File: src/rtl/bpfd_pkg.sv
// ----------------------------------------------------------------------------
// bpfd_pkg
// Shared types and constants of the bounded packet FIFO with duplicate filter.
// ----------------------------------------------------------------------------
`default_nettype none

package bpfd_pkg;

   localparam int OP_W    = 2;
   localparam int NODE_W  = 16;
   localparam int STAMP_W = 32;
   localparam int CNT_W   = 7;
   localparam int LIMIT_W = 7;

   localparam logic [LIMIT_W-1:0] LIMIT_RESET = 7'd64;

   // request opcodes
   localparam logic [OP_W-1:0] OP_ADD   = 2'd0;
   localparam logic [OP_W-1:0] OP_FWD   = 2'd1;
   localparam logic [OP_W-1:0] OP_COUNT = 2'd2;

   // one stored packet
   typedef struct packed {
      logic [NODE_W-1:0]  src;
      logic [NODE_W-1:0]  dst;
      logic [STAMP_W-1:0] stamp;
   } slot_type;

   localparam int SLOT_W = $bits(slot_type);

   typedef enum logic [1:0] {
      ST_IDLE,
      ST_SCAN,
      ST_DONE
   } state_type;

endpackage

`default_nettype wire

File: src/rtl/bpfd_if.sv
// ----------------------------------------------------------------------------
// bpfd_if
// Request and response channels with valid/ready handshake.
// ----------------------------------------------------------------------------
`default_nettype none

interface bpfd_req_if;
   import bpfd_pkg::*;

   logic                valid;
   logic                ready;
   logic [OP_W-1:0]     opcode;
   logic [NODE_W-1:0]   src_node;
   logic [NODE_W-1:0]   dst_node;
   logic [STAMP_W-1:0]  pkt_time;
   logic [STAMP_W-1:0]  range_start;
   logic [STAMP_W-1:0]  range_end;

   modport source (
      output valid, opcode, src_node, dst_node, pkt_time, range_start, range_end,
      input  ready
   );
   modport sink (
      input  valid, opcode, src_node, dst_node, pkt_time, range_start, range_end,
      output ready
   );
endinterface

interface bpfd_rsp_if;
   import bpfd_pkg::*;

   logic                valid;
   logic                ready;
   logic                success;
   logic [NODE_W-1:0]   out_src;
   logic [NODE_W-1:0]   out_dst;
   logic [STAMP_W-1:0]  out_time;
   logic [CNT_W-1:0]    match_count;

   modport source (
      output valid, success, out_src, out_dst, out_time, match_count,
      input  ready
   );
   modport sink (
      input  valid, success, out_src, out_dst, out_time, match_count,
      output ready
   );
endinterface

`default_nettype wire

File: src/rtl/bpfd_ram.sv
// ----------------------------------------------------------------------------
// bpfd_ram
// Generic simple dual-port RAM, one write and one registered read port.
// ----------------------------------------------------------------------------
`default_nettype none

module bpfd_ram #(
   parameter int WIDTH = 64,
   parameter int DEPTH = 64
) (
   input  wire logic                                     clock,
   input  wire logic                                     wr_en,
   input  wire logic [((DEPTH > 1) ? $clog2(DEPTH) : 1)-1:0] wr_addr,
   input  wire logic [WIDTH-1:0]                         wr_data,
   input  wire logic                                     rd_en,
   input  wire logic [((DEPTH > 1) ? $clog2(DEPTH) : 1)-1:0] rd_addr,
   output logic      [WIDTH-1:0]                         rd_data
);

   logic [WIDTH-1:0] mem [DEPTH];

   always_ff @(posedge clock) begin
      if (wr_en) begin
         mem[wr_addr] <= wr_data;
      end
      if (rd_en) begin
         rd_data <= mem[rd_addr];
      end
   end

endmodule

`default_nettype wire

File: src/rtl/bounded_packet_fifo_with_dedup.sv
// ----------------------------------------------------------------------------
// bounded_packet_fifo_with_dedup
// Circular packet buffer in one RAM with duplicate filter, eviction at a
// programmable limit, pop of the oldest packet and a range count by scan.
// ----------------------------------------------------------------------------
//
//  channel   dir   handshake          word
//  --------  ----  -----------------  --------------------------------------
//  req_bus   in    valid/ready        opcode, src/dst node, time, range
//  rsp_bus   out   valid/ready        success, forwarded packet, match count
//  csr_*     in    write enable only  memory_limit (7 bits)
//
//  Add and count scan every stored packet, forward reads only the oldest;
//  on an empty buffer, and for an unused opcode, no slot is read. The
//  block is ready for the next word in the cycle after the response
//  register loads. The scan is bound by the single RAM read port: it
//  reads one stored packet per cycle.
//  Reset clears pointers, occupancy and the response valid; the limit returns
//  to 64. The RAM needs no clearing, only live slots are ever read.
//  A new request is taken while a finished response still waits in the
//  output register; a stalled response holds the block in its commit state.
// ----------------------------------------------------------------------------
`default_nettype none

module bounded_packet_fifo_with_dedup #(
   parameter int DEPTH = 64
) (
   input  wire logic                          clock,
   input  wire logic                          reset,
   bpfd_req_if.sink                           req_bus,
   bpfd_rsp_if.source                         rsp_bus,
   input  wire logic                          csr_wr_en,
   input  wire logic [bpfd_pkg::LIMIT_W-1:0]  csr_wr_data
);

   import bpfd_pkg::*;

   localparam int PTR_W = (DEPTH > 1) ? $clog2(DEPTH) : 1;
   localparam int OCC_W = $clog2(DEPTH + 1);
   localparam int LIM_W = (OCC_W > LIMIT_W) ? OCC_W : LIMIT_W;

   localparam logic [PTR_W-1:0] PTR_LAST  = PTR_W'(DEPTH - 1);
   localparam logic [PTR_W:0]   DEPTH_EXT = (PTR_W + 1)'(DEPTH);
   localparam logic [LIM_W-1:0] DEPTH_LIM = LIM_W'(DEPTH);

   // advance a slot pointer with wrap at DEPTH
   function automatic logic [PTR_W-1:0] ptr_inc(input logic [PTR_W-1:0] p);
      return (p == PTR_LAST) ? '0 : p + 1'b1;
   endfunction

   // ------------------------------------------------------------------------
   // registers
   // ------------------------------------------------------------------------
   state_type           state_ff, state_in;

   // captured request
   logic [OP_W-1:0]     op_ff, op_in;
   slot_type            key_ff, key_in;
   logic [STAMP_W-1:0]  lo_ff, lo_in;
   logic [STAMP_W-1:0]  hi_ff, hi_in;

   // scan control
   logic [OCC_W-1:0]    scan_len_ff, scan_len_in;
   logic [OCC_W-1:0]    issue_cnt_ff, issue_cnt_in;
   logic [PTR_W-1:0]    rd_ptr_ff, rd_ptr_in;
   logic                rd_vld_ff, rd_vld_in;
   logic                hit_ff, hit_in;
   logic [CNT_W-1:0]    match_ff, match_in;
   slot_type            hold_ff, hold_in;

   // queue state
   logic [PTR_W-1:0]    oldest_ff, oldest_in;
   logic [PTR_W-1:0]    tail_ff, tail_in;
   logic [OCC_W-1:0]    occ_ff, occ_in;
   logic [LIMIT_W-1:0]  limit_ff, limit_in;

   // response register
   logic                rsp_valid_ff, rsp_valid_in;
   logic                rsp_success_ff, rsp_success_in;
   slot_type            rsp_pkt_ff, rsp_pkt_in;
   logic [CNT_W-1:0]    rsp_count_ff, rsp_count_in;

   // ------------------------------------------------------------------------
   // RAM
   // ------------------------------------------------------------------------
   logic                ram_wr_en;
   logic                ram_rd_en;
   slot_type            ram_rd_data;

   bpfd_ram #(
      .WIDTH (SLOT_W),
      .DEPTH (DEPTH)
   ) u_slot_ram (
      .clock   (clock),
      .wr_en   (ram_wr_en),
      .wr_addr (tail_ff),
      .wr_data (key_ff),
      .rd_en   (ram_rd_en),
      .rd_addr (rd_ptr_ff),
      .rd_data (ram_rd_data)
   );

   // ------------------------------------------------------------------------
   // handshake and common terms
   // ------------------------------------------------------------------------
   logic req_fire;
   logic scan_end;
   logic commit;
   logic slot_free;

   // a scan is over once every read is issued and the last data consumed
   assign scan_end  = (issue_cnt_ff == scan_len_ff) && !rd_vld_ff;
   // the response register is free now or is being emptied this cycle
   assign slot_free = !rsp_valid_ff || rsp_bus.ready;
   assign commit    = (state_ff == ST_DONE) && slot_free;
   assign req_fire  = req_bus.valid && req_bus.ready;

   // effective limit: zero acts as one, anything above DEPTH acts as DEPTH
   logic [LIM_W-1:0] lim_wide;
   logic [OCC_W-1:0] lim_eff;
   logic [OCC_W-1:0] keep_cnt;
   logic [PTR_W:0]   evict_base;

   always_comb begin
      lim_wide = LIM_W'(limit_ff);
      if (lim_wide == '0) begin
         lim_wide = LIM_W'(1);
      end
      if (lim_wide > DEPTH_LIM) begin
         lim_wide = DEPTH_LIM;
      end
      lim_eff  = lim_wide[OCC_W-1:0];
      keep_cnt = lim_eff - 1'b1;
      // oldest after eviction sits keep_cnt slots behind the tail
      evict_base = (PTR_W + 1)'(tail_ff) - (PTR_W + 1)'(keep_cnt);
      if ((PTR_W + 1)'(tail_ff) < (PTR_W + 1)'(keep_cnt)) begin
         evict_base = evict_base + DEPTH_EXT;
      end
   end

   // ------------------------------------------------------------------------
   // next state
   // ------------------------------------------------------------------------
   always_comb begin
      state_in = state_ff;
      unique case (state_ff)
         ST_IDLE: begin
            if (req_fire) begin
               state_in = ST_SCAN;
            end
         end
         ST_SCAN: begin
            if (scan_end) begin
               state_in = ST_DONE;
            end
         end
         ST_DONE: begin
            if (slot_free) begin
               state_in = ST_IDLE;
            end
         end
         default: state_in = ST_IDLE;
      endcase
   end

   // ------------------------------------------------------------------------
   // state outputs
   // ------------------------------------------------------------------------
   always_comb begin
      req_bus.ready = 1'b0;
      ram_rd_en     = 1'b0;
      ram_wr_en     = 1'b0;
      unique case (state_ff)
         ST_IDLE: req_bus.ready = 1'b1;
         ST_SCAN: ram_rd_en = (issue_cnt_ff != scan_len_ff);
         ST_DONE: ram_wr_en = slot_free && (op_ff == OP_ADD) && !hit_ff;
         default: req_bus.ready = 1'b0;
      endcase
   end

   // ------------------------------------------------------------------------
   // datapath
   // ------------------------------------------------------------------------
   always_comb begin
      op_in          = op_ff;
      key_in         = key_ff;
      lo_in          = lo_ff;
      hi_in          = hi_ff;
      scan_len_in    = scan_len_ff;
      issue_cnt_in   = issue_cnt_ff;
      rd_ptr_in      = rd_ptr_ff;
      rd_vld_in      = ram_rd_en;
      hit_in         = hit_ff;
      match_in       = match_ff;
      hold_in        = hold_ff;
      oldest_in      = oldest_ff;
      tail_in        = tail_ff;
      occ_in         = occ_ff;
      limit_in       = csr_wr_en ? csr_wr_data : limit_ff;
      rsp_valid_in   = rsp_valid_ff && !rsp_bus.ready;
      rsp_success_in = rsp_success_ff;
      rsp_pkt_in     = rsp_pkt_ff;
      rsp_count_in   = rsp_count_ff;

      // capture the request and set up the scan from the oldest slot
      if (req_fire) begin
         op_in        = req_bus.opcode;
         key_in.src   = req_bus.src_node;
         key_in.dst   = req_bus.dst_node;
         key_in.stamp = req_bus.pkt_time;
         lo_in        = req_bus.range_start;
         hi_in        = req_bus.range_end;
         issue_cnt_in = '0;
         rd_ptr_in    = oldest_ff;
         hit_in       = 1'b0;
         match_in     = '0;
         unique case (req_bus.opcode)
            OP_ADD, OP_COUNT: scan_len_in = occ_ff;
            OP_FWD:           scan_len_in = (occ_ff != '0) ? OCC_W'(1) : '0;
            default:          scan_len_in = '0;
         endcase
      end

      // issue one read a cycle, walking from the oldest slot
      if (ram_rd_en) begin
         issue_cnt_in = issue_cnt_ff + 1'b1;
         rd_ptr_in    = ptr_inc(rd_ptr_ff);
      end

      // compare the slot read last cycle
      if (rd_vld_ff) begin
         hold_in = ram_rd_data;
         if (ram_rd_data == key_ff) begin
            hit_in = 1'b1;
         end
         if ((ram_rd_data.dst == key_ff.dst) && (ram_rd_data.stamp >= lo_ff) &&
             (ram_rd_data.stamp <= hi_ff)) begin
            match_in = match_ff + 1'b1;
         end
      end

      // update the queue and load the response register
      if (commit) begin
         rsp_valid_in   = 1'b1;
         rsp_success_in = 1'b0;
         rsp_pkt_in     = '0;
         rsp_count_in   = '0;
         unique case (op_ff)
            OP_ADD: begin
               if (!hit_ff) begin
                  rsp_success_in = 1'b1;
                  tail_in        = ptr_inc(tail_ff);
                  if (occ_ff >= lim_eff) begin
                     // drop the oldest until one below the limit, then append
                     oldest_in = evict_base[PTR_W-1:0];
                     occ_in    = lim_eff;
                  end else begin
                     occ_in = occ_ff + 1'b1;
                  end
               end
            end
            OP_FWD: begin
               if (occ_ff != '0) begin
                  rsp_success_in = 1'b1;
                  rsp_pkt_in     = hold_ff;
                  oldest_in      = ptr_inc(oldest_ff);
                  occ_in         = occ_ff - 1'b1;
               end
            end
            OP_COUNT: rsp_count_in = match_ff;
            default:  rsp_success_in = 1'b0;
         endcase
      end
   end

   // ------------------------------------------------------------------------
   // register update
   // ------------------------------------------------------------------------
   always_ff @(posedge clock) begin
      if (reset) begin
         state_ff     <= ST_IDLE;
         rd_vld_ff    <= 1'b0;
         oldest_ff    <= '0;
         tail_ff      <= '0;
         occ_ff       <= '0;
         limit_ff     <= LIMIT_RESET;
         rsp_valid_ff <= 1'b0;
      end else begin
         state_ff     <= state_in;
         rd_vld_ff    <= rd_vld_in;
         oldest_ff    <= oldest_in;
         tail_ff      <= tail_in;
         occ_ff       <= occ_in;
         limit_ff     <= limit_in;
         rsp_valid_ff <= rsp_valid_in;
      end
   end

   always_ff @(posedge clock) begin
      op_ff          <= op_in;
      key_ff         <= key_in;
      lo_ff          <= lo_in;
      hi_ff          <= hi_in;
      scan_len_ff    <= scan_len_in;
      issue_cnt_ff   <= issue_cnt_in;
      rd_ptr_ff      <= rd_ptr_in;
      hit_ff         <= hit_in;
      match_ff       <= match_in;
      hold_ff        <= hold_in;
      rsp_success_ff <= rsp_success_in;
      rsp_pkt_ff     <= rsp_pkt_in;
      rsp_count_ff   <= rsp_count_in;
   end

   // ------------------------------------------------------------------------
   // response channel
   // ------------------------------------------------------------------------
   assign rsp_bus.valid       = rsp_valid_ff;
   assign rsp_bus.success     = rsp_success_ff;
   assign rsp_bus.out_src     = rsp_pkt_ff.src;
   assign rsp_bus.out_dst     = rsp_pkt_ff.dst;
   assign rsp_bus.out_time    = rsp_pkt_ff.stamp;
   assign rsp_bus.match_count = rsp_count_ff;

endmodule

`default_nettype wire

File: src/flat_wrapper.sv
// flat-port wrapper written by rule: the top's interface ports become plain ports
module bounded_packet_fifo_with_dedup_flat import bpfd_pkg::*;
#(
   parameter int DEPTH = 64
)
  (clock, reset, csr_wr_en, csr_wr_data, req_bus_valid, req_bus_opcode, req_bus_src_node, req_bus_dst_node, req_bus_pkt_time, req_bus_range_start, req_bus_range_end, req_bus_ready, rsp_bus_valid, rsp_bus_success, rsp_bus_out_src, rsp_bus_out_dst, rsp_bus_out_time, rsp_bus_match_count, rsp_bus_ready);
  bpfd_req_if req_bus_i ();
  bpfd_rsp_if rsp_bus_i ();
  input  wire logic clock;
  input  wire logic reset;
  input  wire logic csr_wr_en;
  input  wire logic [bpfd_pkg::LIMIT_W-1:0] csr_wr_data;
  input wire logic [$bits(req_bus_i.valid)-1:0] req_bus_valid;
  input wire logic [$bits(req_bus_i.opcode)-1:0] req_bus_opcode;
  input wire logic [$bits(req_bus_i.src_node)-1:0] req_bus_src_node;
  input wire logic [$bits(req_bus_i.dst_node)-1:0] req_bus_dst_node;
  input wire logic [$bits(req_bus_i.pkt_time)-1:0] req_bus_pkt_time;
  input wire logic [$bits(req_bus_i.range_start)-1:0] req_bus_range_start;
  input wire logic [$bits(req_bus_i.range_end)-1:0] req_bus_range_end;
  output wire logic [$bits(req_bus_i.ready)-1:0] req_bus_ready;
  output wire logic [$bits(rsp_bus_i.valid)-1:0] rsp_bus_valid;
  output wire logic [$bits(rsp_bus_i.success)-1:0] rsp_bus_success;
  output wire logic [$bits(rsp_bus_i.out_src)-1:0] rsp_bus_out_src;
  output wire logic [$bits(rsp_bus_i.out_dst)-1:0] rsp_bus_out_dst;
  output wire logic [$bits(rsp_bus_i.out_time)-1:0] rsp_bus_out_time;
  output wire logic [$bits(rsp_bus_i.match_count)-1:0] rsp_bus_match_count;
  input wire logic [$bits(rsp_bus_i.ready)-1:0] rsp_bus_ready;
  assign req_bus_i.valid = req_bus_valid;
  assign req_bus_i.opcode = req_bus_opcode;
  assign req_bus_i.src_node = req_bus_src_node;
  assign req_bus_i.dst_node = req_bus_dst_node;
  assign req_bus_i.pkt_time = req_bus_pkt_time;
  assign req_bus_i.range_start = req_bus_range_start;
  assign req_bus_i.range_end = req_bus_range_end;
  assign req_bus_ready = req_bus_i.ready;
  assign rsp_bus_valid = rsp_bus_i.valid;
  assign rsp_bus_success = rsp_bus_i.success;
  assign rsp_bus_out_src = rsp_bus_i.out_src;
  assign rsp_bus_out_dst = rsp_bus_i.out_dst;
  assign rsp_bus_out_time = rsp_bus_i.out_time;
  assign rsp_bus_match_count = rsp_bus_i.match_count;
  assign rsp_bus_i.ready = rsp_bus_ready;
  bounded_packet_fifo_with_dedup #(.DEPTH(DEPTH)) u_core (.clock(clock), .reset(reset), .req_bus(req_bus_i), .rsp_bus(rsp_bus_i), .csr_wr_en(csr_wr_en), .csr_wr_data(csr_wr_data));
endmodule
File: config.mk
export PLATFORM = sky130hd
export DESIGN_NAME = bounded_packet_fifo_with_dedup_flat
export DESIGN_NICKNAME = d
export VERILOG_FILES = /design/src/rtl/bpfd_pkg.sv /design/src/rtl/bpfd_if.sv /design/src/rtl/bpfd_ram.sv /design/src/rtl/bounded_packet_fifo_with_dedup.sv /design/src/flat_wrapper.sv
export SDC_FILE = /design/constraint.sdc
export NUM_CORES = 2
export LEC_CHECK = 0
export ABC_AREA = 0
export BUFFER_PORTS_ARGS = -buffer_cell sky130_fd_sc_hd__buf_2
export CORE_UTILIZATION = 35
export CTS_CLUSTER_SIZE = 8
export DETAILED_ROUTE_END_ITERATION = 8
export MAX_ROUTING_LAYER = met4
export PLACE_DENSITY_LB_ADDON = 0.12
export SYNTH_ARGS = -nofsm -noshare
export SYNTH_HDL_FRONTEND = slang
export SYNTH_SLANG_ARGS = --single-unit
File: constraint.sdc
create_clock -name clock -period 11.5 [get_ports clock]
set_input_delay 0.575 -clock clock [delete_from_list [all_inputs] [get_ports clock]]
set_output_delay 0.575 -clock clock [all_outputs]
set_load 0.02 [all_outputs]
==> impl_metrics.prom <==
# TYPE chip_impl_metric gauge
chip_impl_info{name="result_of_the_run",value="finished with violations"} 1
chip_impl_info{name="violations",value="capacitance limit, slew limit"} 1
chip_impl_metric{name="grt_max_degree",unit=""} 110
chip_impl_metric{name="row_count",unit=""} 257
chip_impl_metric{name="final_hold_viol_count",unit=""} 0
chip_impl_metric{name="area_grow_syn2layout",unit="%"} 17.00
chip_impl_metric{name="route.detailed.wl_per_inst",unit="um"} 37.80
chip_impl_metric{name="grt_pass1_wl",unit="mm"} 787.0
chip_impl_metric{name="final.period_utilization",unit="%"} 47.10
chip_impl_metric{name="overflow",unit=""} 0
chip_impl_metric{name="maxSlewHeadroom",unit="%"} -21.06
chip_impl_metric{name="drive_gt1_share",unit="%"} 25.35
chip_impl_metric{name="grt_use_total",unit="%"} 23.95
chip_impl_metric{name="drt-vias-per-instance",unit=""} 5.777
chip_impl_metric{name="max_cap_violations",unit=""} 1
chip_impl_metric{name="crit_fanout",unit=""} 40
chip_impl_metric{name="dr.pass1.iters",unit=""} 5
chip_impl_metric{name="required",unit="ps"} 12150
chip_impl_metric{name="synth_fp_nets",unit=""} 8141
chip_impl_metric{name="final-setup-viol-count",unit=""} 0
chip_impl_info{name="critical_path.cell_chain",value="or3_1 > nor4_1 > buf_4 > nand3_1 > nor2_4 > buf_4 > buf_4"} 1
chip_impl_metric{name="ys_warn_count",unit=""} 0
chip_impl_metric{name="hold_ws",unit="ps"} 235.0
chip_impl_metric{name="core_area",unit="sq um"} 489700
chip_impl_info{name="critical_path_class",value="reg -> reg"} 1
chip_impl_metric{name="post_synth.cell_area_avg",unit="sq um"} 21.75
chip_impl_metric{name="layout_min_cycle_time",unit="ps"} 5416
chip_impl_metric{name="drt_iter0_markers",unit=""} 11060
chip_impl_metric{name="finish.net_count",unit=""} 9066
chip_impl_metric{name="finalSetupTns",unit="ps"} 0
chip_impl_metric{name="synth-seq-cells",unit=""} 4484
chip_impl_metric{name="place_congestion",unit=""} 0.7952
chip_impl_metric{name="synth_edf_count",unit=""} 4446
chip_impl_metric{name="grt_pass1_vias",unit=""} 90430
chip_impl_metric{name="critPathMaxStageDelay",unit="ps"} 950
chip_impl_metric{name="drtAntennaViolNets",unit=""} 0
chip_impl_info{name="cts_root_buf",value="sky130_fd_sc_hd__clkbuf_16"} 1
chip_impl_metric{name="boundaryPins",unit=""} 216
chip_impl_info{name="cp-start-kind",value="register"} 1
chip_impl_metric{name="clock_skew",unit="ps"} 69.75
chip_impl_metric{name="maxSlewViolCount",unit=""} 2
chip_impl_metric{name="clk_path_buf_depth",unit=""} 4
chip_impl_metric{name="drc",unit=""} 0
chip_impl_metric{name="wirelength",unit="mm"} 583.5
chip_impl_info{name="endpoint_class_of_the_critical_path",value="register"} 1
chip_impl_metric{name="vias",unit=""} 89180
chip_impl_metric{name="synth.distinct_cells",unit=""} 64
chip_impl_metric{name="start_util",unit="%"} 35.14
chip_impl_metric{name="clk_transition_reported_paths",unit="ps"} 50
chip_impl_metric{name="cts_setup_buffers",unit=""} 0
chip_impl_metric{name="tightest_slew",unit="ps"} 1797
chip_impl_metric{name="sum_of_net_half_perimeters_after_detailed_placement",unit="mm"} 323.2
chip_impl_metric{name="dieWidth",unit="um"} 703.2
chip_impl_metric{name="ys_seq_area_share",unit="%"} 78.02
chip_impl_metric{name="vdd.ir_drop.worst",unit="V"} 0.0001583
chip_impl_metric{name="clock_sink_count",unit=""} 4484
chip_impl_metric{name="cts-buffers-inserted",unit=""} 634
chip_impl_metric{name="mappedNetlistArea",unit="sq um"} 172100
chip_impl_metric{name="chipHeight",unit="um"} 703.2
chip_impl_info{name="hold_class",value="in -> reg"} 1
chip_impl_metric{name="post_synth_inst_count",unit=""} 7913
chip_impl_metric{name="port_buffer_count",unit=""} 215
chip_impl_metric{name="powerDensity",unit="nW/um^2"} 191.0
chip_impl_metric{name="worst-endpoint-arrival",unit="ps"} 6070
chip_impl_metric{name="ys_async_sr_fraction",unit="%"} 0
chip_impl_info{name="critical-path-slowest-cell",value="sky130_fd_sc_hd__nor2_4"} 1
chip_impl_metric{name="htreeDepth",unit=""} 6
chip_impl_info{name="cts_tree",value="yes"} 1
chip_impl_info{name="critical-path-top-cell-by-count",value="sky130_fd_sc_hd__buf_4"} 1
chip_impl_metric{name="worstSkewPairLatency",unit="ps"} 1060
chip_impl_info{name="synth_top_flop_cell",value="sky130_fd_sc_hd__edfxtp_1"} 1
chip_impl_metric{name="antenna_found_initial",unit=""} 51
chip_impl_metric{name="die_area",unit="sq um"} 494500
chip_impl_info{name="rsz0062_at_grt",value="no"} 1
chip_impl_metric{name="p_leak",unit="nW"} 62.99
chip_impl_metric{name="max_freq",unit="MHz"} 184.6
==> where the power goes <==
group          internal [W]  leakage, nW  switching [W]
logic               0.00123         14.3        0.00212
clock network        0.0100         8.40        0.00675
registers            0.0181         40.3       0.000188
==> layout by cell type (no fill, tap or decap), types with 66 or more instances in the layout <==
| cell | instances |
|---|---|
| sky130_fd_sc_hd__a211oi_1 | 73 |
| sky130_fd_sc_hd__a21oi_1 | 202 |
| sky130_fd_sc_hd__and2_1 | 77 |
| sky130_fd_sc_hd__buf_2 | 215 |
| sky130_fd_sc_hd__buf_4 | 308 |
| sky130_fd_sc_hd__clkbuf_16 | 652 |
| sky130_fd_sc_hd__dlygate4sd3_1 | 154 |
| sky130_fd_sc_hd__edfxtp_1 | 4446 |
| sky130_fd_sc_hd__ha_1 | 85 |
| sky130_fd_sc_hd__inv_1 | 83 |
| sky130_fd_sc_hd__mux2i_1 | 429 |
| sky130_fd_sc_hd__mux4_2 | 932 |
| sky130_fd_sc_hd__nand2_1 | 123 |
| sky130_fd_sc_hd__nor2_1 | 91 |
| sky130_fd_sc_hd__nor2_4 | 67 |
| sky130_fd_sc_hd__o21ai_0 | 174 |
| sky130_fd_sc_hd__o221ai_1 | 206 |
| sky130_fd_sc_hd__o22ai_1 | 164 |
| sky130_fd_sc_hd__xnor2_1 | 66 |
==> repair_timing <==
| item | CTS | global route |
|---|---|---|
| hold buffers | 154 | 0 |
| hold endpoints to repair | 155 | 0 |
| resized for setup | 0 | 0 |
==> per-layer routing <==
metal / routed length (um) / track usage [%]
met1: 254600 / 33.32
met2: 279200 / 37.92
met3: 38110 / 3.306
met4: 11560 / 4.818
met5: 0 / -
==> registers in the layout, summed over array words and instances (netlist names) <==
register	count
u_core.u_slot_ram.mem	4096
u_core.hold_ff	64
u_core.key_ff	64
u_core.u_slot_ram.rd_data	64
u_core.hi_ff	32
u_core.lo_ff	32
u_core.rsp_bus.out_time	32
u_core.rsp_bus.out_dst	16
u_core.rsp_bus.out_src	16
u_core.issue_cnt_ff	7
u_core.limit_ff	7
u_core.match_ff	7
u_core.occ_ff	7
u_core.rsp_bus.match_count	7
u_core.scan_len_ff	7
u_core.oldest_ff	6
u_core.rd_ptr_ff	6
u_core.tail_ff	6
u_core.op_ff	2
u_core.state_ff	2
u_core.hit_ff	1
u_core.rd_vld_ff	1
u_core.rsp_bus.success	1
u_core.rsp_bus.valid	1
==> worst max-delay path, delay by kind of cell (launching register included) <==
family	cells	cell delay (ps)
buffers and inverters	3	1540
DFF	1	490
and+or+nand+nor	4	2810
==> synth_stat cells, types with 24 or more instances <==
| cell | n | area [sq um] |
|---|---|---|
| sky130_fd_sc_hd__edfxtp_1 | 4446 | 133500 |
| sky130_fd_sc_hd__nor2_1 | 159 | 596.8 |
| sky130_fd_sc_hd__and2_1 | 77 | 481.7 |
| sky130_fd_sc_hd__inv_1 | 86 | 322.8 |
| sky130_fd_sc_hd__buf_1 | 32 | 120.1 |
| sky130_fd_sc_hd__buf_4 | 58 | 435.4 |
| sky130_fd_sc_hd__mux4_2 | 932 | 20990 |
| sky130_fd_sc_hd__a21oi_1 | 202 | 1011 |
| sky130_fd_sc_hd__nand2_1 | 125 | 469.2 |
| sky130_fd_sc_hd__o22ai_1 | 164 | 1026 |
| sky130_fd_sc_hd__ha_1 | 85 | 1064 |
| sky130_fd_sc_hd__nand3_1 | 29 | 145.1 |
| sky130_fd_sc_hd__a211oi_1 | 74 | 555.5 |
| sky130_fd_sc_hd__mux2i_1 | 429 | 4294 |
| sky130_fd_sc_hd__o221ai_1 | 206 | 1804 |
| sky130_fd_sc_hd__nand4_1 | 24 | 150.1 |
| sky130_fd_sc_hd__clkbuf_1 | 191 | 716.9 |
| sky130_fd_sc_hd__buf_6 | 25 | 281.5 |
| sky130_fd_sc_hd__o21ai_0 | 174 | 870.8 |
| sky130_fd_sc_hd__dfxtp_1 | 38 | 760.7 |
| sky130_fd_sc_hd__buf_2 | 107 | 535.5 |
| sky130_fd_sc_hd__xnor2_1 | 66 | 578.1 |
==> area by class of cell <==
| class | instances | area [sq um] |
|---|---|---|
| diodes | 18 | 45.04 |
| clock buffers | 694 | 16470 |
| clock inverters | 49 | 718.2 |
| fillers | 42650 | 288400 |
| inverters | 86 | 342.8 |
| multi-input cells | 2930 | 35970 |
| flip-flops and latches | 4484 | 134300 |
| well taps | 6475 | 8102 |
| repair buffers | 702 | 5430 |
==> worst paths after layout <==
path                              endpoint  slack, ps                  from  cells after the start
max          u_core.u_slot_ram.mem[43][50]       6080       u_core.op_ff[0]                      7
min                      u_core.key_ff[58]        230  req_bus_src_node[10]                      2
max reg2reg  u_core.u_slot_ram.mem[43][50]       6080       u_core.op_ff[0]                      7
min reg2reg                  u_core.hit_ff        470         u_core.hit_ff                      2
==> cells by family (layout without fill, tap and decap cells) <==
| logic type | after synthesis | count (layout) | synth area share [%] |
|---|---|---|---|
| flops | 4484 | 4484 | 78.02 |
| mux | 1365 | 1365 | 14.72 |
| compound gates | 891 | 891 | 3.377 |
| simple gates | 500 | 500 | 1.406 |
| buf+inv | 499 | 1531 | 1.402 |
| xor+xnor | 88 | 88 | 0.4478 |
| fa+ha+maj | 86 | 86 | 0.6296 |
| other cells | 0 | 18 | 0 |
==> stage by stage <==
stage                     std cells  setup WS, ps  instance area, sq um  power [W]  util (%)
after floorplan                7913          6555                172100    0.02050         -
after global placement        14520          6199                182600    0.02195     37.28
after detailed placement      14520          6181                182600    0.02196     37.28
after CTS                     15420          6109                201300    0.03880     41.11
after global routing          15430          6022                201300    0.03952     41.11
final                         15440          6084                201400    0.03846     41.11
No activity file was read; power rests on OpenSTA's default activity.
